==> config.mk <==
export PLATFORM = sky130hd
export DESIGN_NAME = hall_pole_carriage_detector_unit
export DESIGN_NICKNAME = d
export VERILOG_FILES = /design/src/rtl/hpcd_pkg.sv /design/src/rtl/hall_pole_carriage_detector_unit.sv /design/src/rtl/hpcd_core.sv
export SDC_FILE = /design/constraint.sdc
export NUM_CORES = 1
export LEC_CHECK = 0
export BUFFER_PORTS_ARGS = -buffer_cell sky130_fd_sc_hd__clkbuf_2
export CAP_MARGIN = 10
export CORE_MARGIN = 4
export CORE_UTILIZATION = 35
export DETAILED_ROUTE_END_ITERATION = 12
export PLACE_DENSITY = 0.59
export SLEW_MARGIN = 30
export SYNTH_ARGS = -nofsm -noshare
export SYNTH_HDL_FRONTEND = slang
export SYNTH_SLANG_ARGS = --single-unit
==> constraint.sdc <==
create_clock -name clk_i -period 7.7 [get_ports clk_i]
set_input_delay 1.54 -clock clk_i [delete_from_list [all_inputs] [get_ports clk_i]]
set_output_delay 1.54 -clock clk_i [all_outputs]
set_load 0.01 [all_outputs]
==> src/rtl/hpcd_pkg.sv <==
// Package with the types and constants shared by the carriage detector modules.
`timescale 1ns / 1ps

package hpcd_pkg;

  localparam int unsigned SampleW = 10;
  localparam int unsigned PosW    = 8;
  localparam int unsigned DirW    = 2;

  localparam int unsigned NEEDLE_WINDOW_DEF = 3;

  localparam logic [SampleW-1:0] LOW_THR_RST  = 10'd0;
  localparam logic [SampleW-1:0] HIGH_THR_RST = 10'd1023;

  typedef enum logic [0:0] {
    CFG_LOW_THR  = 1'b0,
    CFG_HIGH_THR = 1'b1
  } cfg_idx_e;

  typedef enum logic [1:0] {
    KIND_NONE = 2'd0,
    KIND_K    = 2'd1,
    KIND_L    = 2'd2,
    KIND_G    = 2'd3
  } kind_e;

  typedef struct packed {
    logic [DirW-1:0]    travel_dir;
    logic [PosW-1:0]    needle_pos;
    logic [SampleW-1:0] sample;
  } item_t;

  typedef struct packed {
    logic            hunting;
    logic [PosW-1:0] carriage_pos;
    kind_e           carriage_kind;
    logic            detected;
  } result_t;

endpackage

==> src/rtl/hall_pole_carriage_detector_unit.sv <==
// Top level of the hall sensor carriage detector with stream ports and config registers.
`timescale 1ns / 1ps

// Usage: each input word on the s_axis channel carries one hall sensor sample,
// the needle position and the travel direction. For every accepted input word
// the block returns exactly one result word on the m_axis channel, holding the
// detection flag, the kind and position of the last classified carriage and
// whether a hunt is still open after this word.
// The thresholds are set through the write port (index 0 low, index 1 high)
// while no word is in flight; a write takes effect at the next clock edge.
// A word is held in an input register, the hunt state is updated by one level
// of compare and select logic, and the result is captured in an output register.
// One word per cycle is sustained while the receiver does not stall, because
// the state update is combinational and feeds the state registers directly.
// When the receiver stalls, the result stays in the output register and one
// more word is held in the input register before s_axis_tready drops.
// Reset clears the hunt state, the last carriage to none at position zero, and
// the thresholds to 0 and 1023.
module hall_pole_carriage_detector_unit import hpcd_pkg::*; #(
  parameter int unsigned NeedleWindow = NEEDLE_WINDOW_DEF
) (
  input  logic               clk_i,
  input  logic               rst_ni,
  input  logic               s_axis_tvalid,
  output logic               s_axis_tready,
  // [9:0] sample, [17:10] needle_pos, [19:18] travel_dir, [23:20] zero
  input  logic [23:0]        s_axis_tdata,
  output logic               m_axis_tvalid,
  input  logic               m_axis_tready,
  // [0] detected, [2:1] carriage_kind, [10:3] carriage_pos, [11] hunting, [15:12] zero
  output logic [15:0]        m_axis_tdata,
  input  logic               cfg_we_i,
  input  logic [0:0]         cfg_index_i,
  input  logic [SampleW-1:0] cfg_data_i
);

  logic               in_valid_q;
  item_t              in_item_q;
  logic               out_valid_q;
  result_t            out_res_q;
  result_t            res;
  logic               advance;
  logic [SampleW-1:0] low_thr_q, high_thr_q;

  assign advance       = in_valid_q && (!out_valid_q || m_axis_tready);
  assign s_axis_tready = !in_valid_q || advance;

  always_ff @(posedge clk_i or negedge rst_ni) begin
    if (!rst_ni) begin
      low_thr_q  <= LOW_THR_RST;
      high_thr_q <= HIGH_THR_RST;
    end else if (cfg_we_i) begin
      unique case (cfg_idx_e'(cfg_index_i))
        CFG_LOW_THR:  low_thr_q  <= cfg_data_i;
        CFG_HIGH_THR: high_thr_q <= cfg_data_i;
        default: ;
      endcase
    end
  end

  always_ff @(posedge clk_i or negedge rst_ni) begin
    if (!rst_ni) begin
      in_valid_q <= 1'b0;
    end else if (s_axis_tready) begin
      in_valid_q <= s_axis_tvalid;
    end
  end

  always_ff @(posedge clk_i) begin
    if (s_axis_tready && s_axis_tvalid) begin
      in_item_q <= item_t'(s_axis_tdata[19:0]);
    end
  end

  hpcd_core #(
    .NeedleWindow(NeedleWindow)
  ) u_core (
    .clk_i,
    .rst_ni,
    .step_i     (advance),
    .item_i     (in_item_q),
    .low_thr_i  (low_thr_q),
    .high_thr_i (high_thr_q),
    .res_o      (res)
  );

  always_ff @(posedge clk_i or negedge rst_ni) begin
    if (!rst_ni) begin
      out_valid_q <= 1'b0;
    end else if (!out_valid_q || m_axis_tready) begin
      out_valid_q <= in_valid_q;
    end
  end

  always_ff @(posedge clk_i) begin
    if (advance) begin
      out_res_q <= res;
    end
  end

  assign m_axis_tvalid = out_valid_q;
  assign m_axis_tdata  = {4'b0000, out_res_q};

endmodule

==> src/rtl/hpcd_core.sv <==
// Hunt state and combinational update logic of the carriage detector.
`timescale 1ns / 1ps

module hpcd_core import hpcd_pkg::*; #(
  parameter int unsigned NeedleWindow = NEEDLE_WINDOW_DEF
) (
  input  logic               clk_i,
  input  logic               rst_ni,
  input  logic               step_i,
  input  item_t              item_i,
  input  logic [SampleW-1:0] low_thr_i,
  input  logic [SampleW-1:0] high_thr_i,
  output result_t            res_o
);

  localparam logic [7:0] WinLoad = 8'(NeedleWindow);

  logic               hunt_active_q, hunt_active_d;
  logic [DirW-1:0]    hunt_dir_q, hunt_dir_d;
  logic [7:0]         needles_left_q, needles_left_d;
  logic [SampleW-1:0] min_value_q, min_value_d;
  logic [PosW-1:0]    min_pos_q, min_pos_d;
  logic               min_valid_q, min_valid_d;
  logic [SampleW-1:0] max_value_q, max_value_d;
  logic [PosW-1:0]    max_pos_q, max_pos_d;
  logic               max_valid_q, max_valid_d;
  logic               max_opened_q, max_opened_d;
  kind_e              last_kind_q, last_kind_d;
  logic [PosW-1:0]    last_pos_q, last_pos_d;

  logic               below, above, det;
  logic [PosW:0]      pos_sum;
  logic [7:0]         cnt;

  assign below = item_i.sample < low_thr_i;
  assign above = item_i.sample > high_thr_i;

  always_comb begin
    hunt_active_d  = hunt_active_q;
    hunt_dir_d     = hunt_dir_q;
    needles_left_d = needles_left_q;
    min_value_d    = min_value_q;
    min_pos_d      = min_pos_q;
    min_valid_d    = min_valid_q;
    max_value_d    = max_value_q;
    max_pos_d      = max_pos_q;
    max_valid_d    = max_valid_q;
    max_opened_d   = max_opened_q;
    last_kind_d    = last_kind_q;
    last_pos_d     = last_pos_q;
    det            = 1'b0;
    pos_sum        = '0;
    cnt            = '0;

    if (!hunt_active_q) begin
      hunt_dir_d     = item_i.travel_dir;
      needles_left_d = WinLoad;
      if (below) begin
        hunt_active_d = 1'b1;
        min_value_d   = item_i.sample;
        min_pos_d     = item_i.needle_pos;
        min_valid_d   = 1'b1;
      end else if (above) begin
        hunt_active_d = 1'b1;
        max_value_d   = item_i.sample;
        max_pos_d     = item_i.needle_pos;
        max_valid_d   = 1'b1;
        max_opened_d  = 1'b1;
      end
    end else if (hunt_dir_q != item_i.travel_dir) begin
      hunt_active_d = 1'b0;
      min_valid_d   = 1'b0;
      max_valid_d   = 1'b0;
      max_opened_d  = 1'b0;
      min_value_d   = '0;
      min_pos_d     = '0;
      max_value_d   = '0;
      max_pos_d     = '0;
    end else begin
      cnt = needles_left_q;
      if (below && (!min_valid_q || item_i.sample < min_value_q)) begin
        min_value_d = item_i.sample;
        min_pos_d   = item_i.needle_pos;
        min_valid_d = 1'b1;
        if (!max_valid_q) begin
          cnt = WinLoad;
        end
      end
      if (above && (!max_valid_q || item_i.sample > max_value_q)) begin
        max_value_d = item_i.sample;
        max_pos_d   = item_i.needle_pos;
        max_valid_d = 1'b1;
        if (!min_valid_d) begin
          cnt = WinLoad;
        end
      end
      cnt            = cnt - 8'd1;
      needles_left_d = cnt;
      if (cnt == 8'd0) begin
        pos_sum = {1'b0, min_pos_d} + {1'b0, max_pos_d};
        if (!min_valid_d) begin
          det         = 1'b1;
          last_kind_d = KIND_K;
          last_pos_d  = max_pos_d;
        end else if (!max_valid_d) begin
          det         = 1'b1;
          last_kind_d = KIND_L;
          last_pos_d  = min_pos_d;
        end else if (max_opened_q) begin
          det         = 1'b1;
          last_kind_d = KIND_G;
          last_pos_d  = pos_sum[PosW:1];
        end
        hunt_active_d = 1'b0;
        min_valid_d   = 1'b0;
        max_valid_d   = 1'b0;
        max_opened_d  = 1'b0;
        min_value_d   = '0;
        min_pos_d     = '0;
        max_value_d   = '0;
        max_pos_d     = '0;
      end
    end
  end

  always_comb begin
    res_o.detected      = det;
    res_o.carriage_kind = last_kind_d;
    res_o.carriage_pos  = last_pos_d;
    res_o.hunting       = hunt_active_d;
  end

  always_ff @(posedge clk_i or negedge rst_ni) begin
    if (!rst_ni) begin
      hunt_active_q  <= 1'b0;
      hunt_dir_q     <= '0;
      needles_left_q <= '0;
      min_value_q    <= '0;
      min_pos_q      <= '0;
      min_valid_q    <= 1'b0;
      max_value_q    <= '0;
      max_pos_q      <= '0;
      max_valid_q    <= 1'b0;
      max_opened_q   <= 1'b0;
      last_kind_q    <= KIND_NONE;
      last_pos_q     <= '0;
    end else if (step_i) begin
      hunt_active_q  <= hunt_active_d;
      hunt_dir_q     <= hunt_dir_d;
      needles_left_q <= needles_left_d;
      min_value_q    <= min_value_d;
      min_pos_q      <= min_pos_d;
      min_valid_q    <= min_valid_d;
      max_value_q    <= max_value_d;
      max_pos_q      <= max_pos_d;
      max_valid_q    <= max_valid_d;
      max_opened_q   <= max_opened_d;
      last_kind_q    <= last_kind_d;
      last_pos_q     <= last_pos_d;
    end
  end

  a_idle_no_pole: assert property (@(posedge clk_i) disable iff (!rst_ni)
    !hunt_active_q |-> !min_valid_q && !max_valid_q)
    else $error("pole marked valid outside a hunt");

  a_hunt_has_pole: assert property (@(posedge clk_i) disable iff (!rst_ni)
    hunt_active_q |-> min_valid_q || max_valid_q)
    else $error("hunt open without any pole");

  a_opened_by_max: assert property (@(posedge clk_i) disable iff (!rst_ni)
    max_opened_q |-> max_valid_q)
    else $error("max-opened flag without a valid maximum");

  a_detect_closes: assert property (@(posedge clk_i) disable iff (!rst_ni)
    step_i && det |=> !hunt_active_q && last_kind_q != KIND_NONE)
    else $error("detection did not close the hunt");

endmodule

==> metrics.txt <==
first-pass GRT wire length=25.9 mm; largest net degree at the start of global routing=53; Fin. Hold Viols=0; Crit Path Max Fanout=14; TNS Setup=0 ns; post-synthesis area per instance=10.3 um2; Congestion Overflow GR=0; ys flop type=dfrtp_1; total CTS buffers=17; Worst setup EP type=flip-flop; DR iter-0 viols=363; status=finished clean; CP most frequent cell=nor2_1; Antenna Diode Count=0; num rows=49; Core ar.=0.0182 mm2; Routed wire per std cell=16.7 um; port bufs=49; DRC viols=0; Initial Util=36.1%; DIE AREA=0.0210 mm2; cells along the critical path=ha_1 -> a211oi_1 -> nor2_1 -> o41ai_1 -> nand2_1 -> o22ai_1 -> nor2_1 -> ha_1 -> a211oi_1 -> o31ai_4 -> a211o_1 -> nor2_1 -> mux2_2; share of cells above drive strength 1=19.8%; crit path DAT=5.89 ns; critical path class=flip-flop to flip-flop; drt first pass iters=5; Distinct cells, synth=71; Ports=58; number of global-route vias before repair=5142; Die W=145 um; CTS tree=done; post-cts resize count=0; Clock Sinks=114; Die Y=145 um; Area Growth Syn to Fin=15.4%; hold_ws=0.495 ns; Tmin final=5.73 ns; Worst path max stage delay=0.69 ns; Via Count=5089; routability congestion estimate=0.891; layout net count=771; CTS Hold Bufs=0; RSZ-0062 raised after global routing=no; CP max-delay cell=nor2_1; CP startpoint kind=flip-flop; # setup viols final=0; worst-skew pair later-pin latency=0.42 ns; Final Skew=0.00607 ns; Final Cycle Share=74.4%; maxcap violations=0; post-synthesis sequential area ratio=46.0%; Seq cells post-synth=114; relative max-transition margin=35.3%; Final Slew Violations=0; Power Dens Cells=385 mW/mm2; VDD IR max=0.192 mV; clock-pin slew on the worst setup and hold paths=0.05 ns; synthesized netlist cell count=637; worst endpoint required time=7.86 ns; Post-synth EDFFs=32; initial antenna violation count=0; Post-Syn Area=0.00657 mm2; Tightest Pin Transition=0.965 ns; Leakage Power=0.00335 uW; synth warn=0; Root Buffer=clkbuf_16; Final HPWL DP=11.1 mm; final WL=15.5 mm; DR vias/cell=5.50; post-synthesis async set-or-reset flop share=71.9%; Longest Clk Path Bufs=2; Total GRT Usage=15.1%; Setup Buffers After CTS=0; hold crit path type=flip-flop to flip-flop; number of nets with antenna violations after routing=0; maximum clock frequency=0.175 GHz; CTS H-Tree Depth=4
==> synthesized netlist by cell type, drive strengths merged (4+ instances only) <==
cell type,number,area [um2]
a2111oi,5,45.0
a211o,4,35.0
a211oi,13,115
a21o,7,52.6
a21oi,26,130
a22o,37,324
a31oi,11,68.8
buf,18,120
clkbuf,10,37.5
dfrtp,72,1800
dfstp,10,263
edfxtp,32,961
ha,46,576
inv,57,214
mux2,27,304
mux2i,6,60.1
nand2,69,259
nand2b,8,50.1
nand3,12,60.1
nand4,5,31.3
nor2,34,130
nor2b,4,25.0
nor3,8,40.0
o211ai,4,30.0
o21ai,40,200
o22ai,7,43.8
o311ai,5,51.3
o31ai,4,57.6
or2,5,31.3
or3,5,36.3
xnor2,6,52.6
==> worst paths after layout <==
check	end	cells past startpoint	startpoint	slack (ns)
max in group asynchronous	low_thr_q[1]$_DFFE_PN0P_	2	rst_ni	5.62
min in group asynchronous	u_core.last_pos_q[7]$_DFFE_PN0P_	1	rst_ni	1.05
min	u_core.min_value_q[9]$_DFFE_PN0P_	1	u_core.min_value_q[9]$_DFFE_PN0P_	0.49
min reg2reg	u_core.min_value_q[9]$_DFFE_PN0P_	1	u_core.min_value_q[9]$_DFFE_PN0P_	0.49
max	m_axis_tdata[3]$_DFFE_PP_	13	in_item_q[7]$_DFFE_PP_	1.97
max reg2reg	m_axis_tdata[3]$_DFFE_PP_	13	in_item_q[7]$_DFFE_PP_	1.97
==> critical path: cells and delay by family (launching register included) <==
kind | cells | cell delay, ns
simple gates | 4 | 1.51
mux | 1 | 0.46
compound gates | 6 | 2.25
fa+ha+maj | 2 | 0.71
flops | 1 | 0.51
==> kinds of logic after synthesis <==
group / synth area share [%]
other cells: 0.0570
flops: 46.0
mux: 5.54
simple gates: 11.6
xor+xnor: 1.07
compound gates: 21.0
fa+ha+maj: 9.06
buf+inv: 5.71
==> state kept, by name (all words and copies together) (netlist names) <==
signal / cells
u_core.max_value_q: 10
u_core.last_pos_q: 8
in_item_q: 20
u_core.last_kind_q: 2
u_core.min_valid_q: 1
m_axis_tvalid: 1
u_core.max_valid_q: 1
u_core.hunt_active_q: 1
in_valid_q: 1
u_core.needles_left_q: 8
u_core.min_pos_q: 8
u_core.max_pos_q: 8
u_core.max_opened_q: 1
u_core.hunt_dir_q: 2
high_thr_q: 10
m_axis_tdata: 12
low_thr_q: 10
u_core.min_value_q: 10
==> power breakdown <==
part	internal [uW]	switching, uW
clock network	503	284
logic	490	708
registers	807	131
total	1800	1120
==> per-stage QoR <==
step / std cells / total power (uW) / utilization, % / worst slack (ns) / area [um2]
CTS: 926 / 2940 / 41.7 / 1.99 / 7590
detailed placement: 894 / 2130 / 38.4 / 2.07 / 7000
floorplan: 640 / 1840 / - / 3.07 / 6590
global route: 926 / 3140 / 41.7 / 1.56 / 7590
finish: 926 / 2920 / 41.7 / 1.97 / 7590
global placement: 893 / 2090 / 38.4 / 2.13 / 6980
==> cell type report <==
type	instances	area, um2
fillers	1711	10600
repair buffers	53	278
well taps	229	287
inverters	58	218
clock inverters	15	166
clock buffers	17	425
flip-flops and latches	114	3030
multi-input cells	440	3190
==> cell usage in the layout (no fill, tap or decap), types with 3 or more instances in the layout <==
master | synthesis | routed
bufinv_16 | 0 | 3
or3_1 | 4 | 4
o21ai_1 | 3 | 3
o311ai_0 | 4 | 4
a41oi_1 | 3 | 3
clkbuf_16 | 0 | 17
a31oi_1 | 11 | 11
edfxtp_1 | 32 | 32
buf_4 | 6 | 5
nand3_1 | 12 | 12
clkbuf_2 | 0 | 48
inv_1 | 57 | 57
or2_2 | 5 | 5
mux2i_1 | 6 | 6
mux2_2 | 27 | 27
ha_1 | 46 | 46
a21oi_1 | 26 | 26
a211o_1 | 4 | 4
nand3b_1 | 3 | 3
clkinv_1 | 1 | 4
clkinvlp_4 | 0 | 5
nor3_1 | 8 | 8
a22o_1 | 37 | 37
o21ai_0 | 37 | 37
nor2_1 | 33 | 33
o211ai_1 | 4 | 4
xnor2_1 | 6 | 6
nand2_1 | 69 | 69
a2111oi_0 | 4 | 4
conb_1 | 1 | 4
dfrtp_1 | 72 | 72
nand4_1 | 5 | 5
a211oi_1 | 11 | 11
nand2b_1 | 8 | 8
a21o_1 | 7 | 7
o22ai_1 | 7 | 7
dfstp_2 | 10 | 10
nor2b_1 | 4 | 3
==> routing by layer <==
layer	track usage (%)	share of wire (%)	vias up
met4	5.51	2.0	0
met5	0	0	-
met1	18.5	44	2496
li1	-	-	2431
met3	3.84	4.7	24
met2	25.8	49	138
No activity file was read; power rests on OpenSTA's default activity.
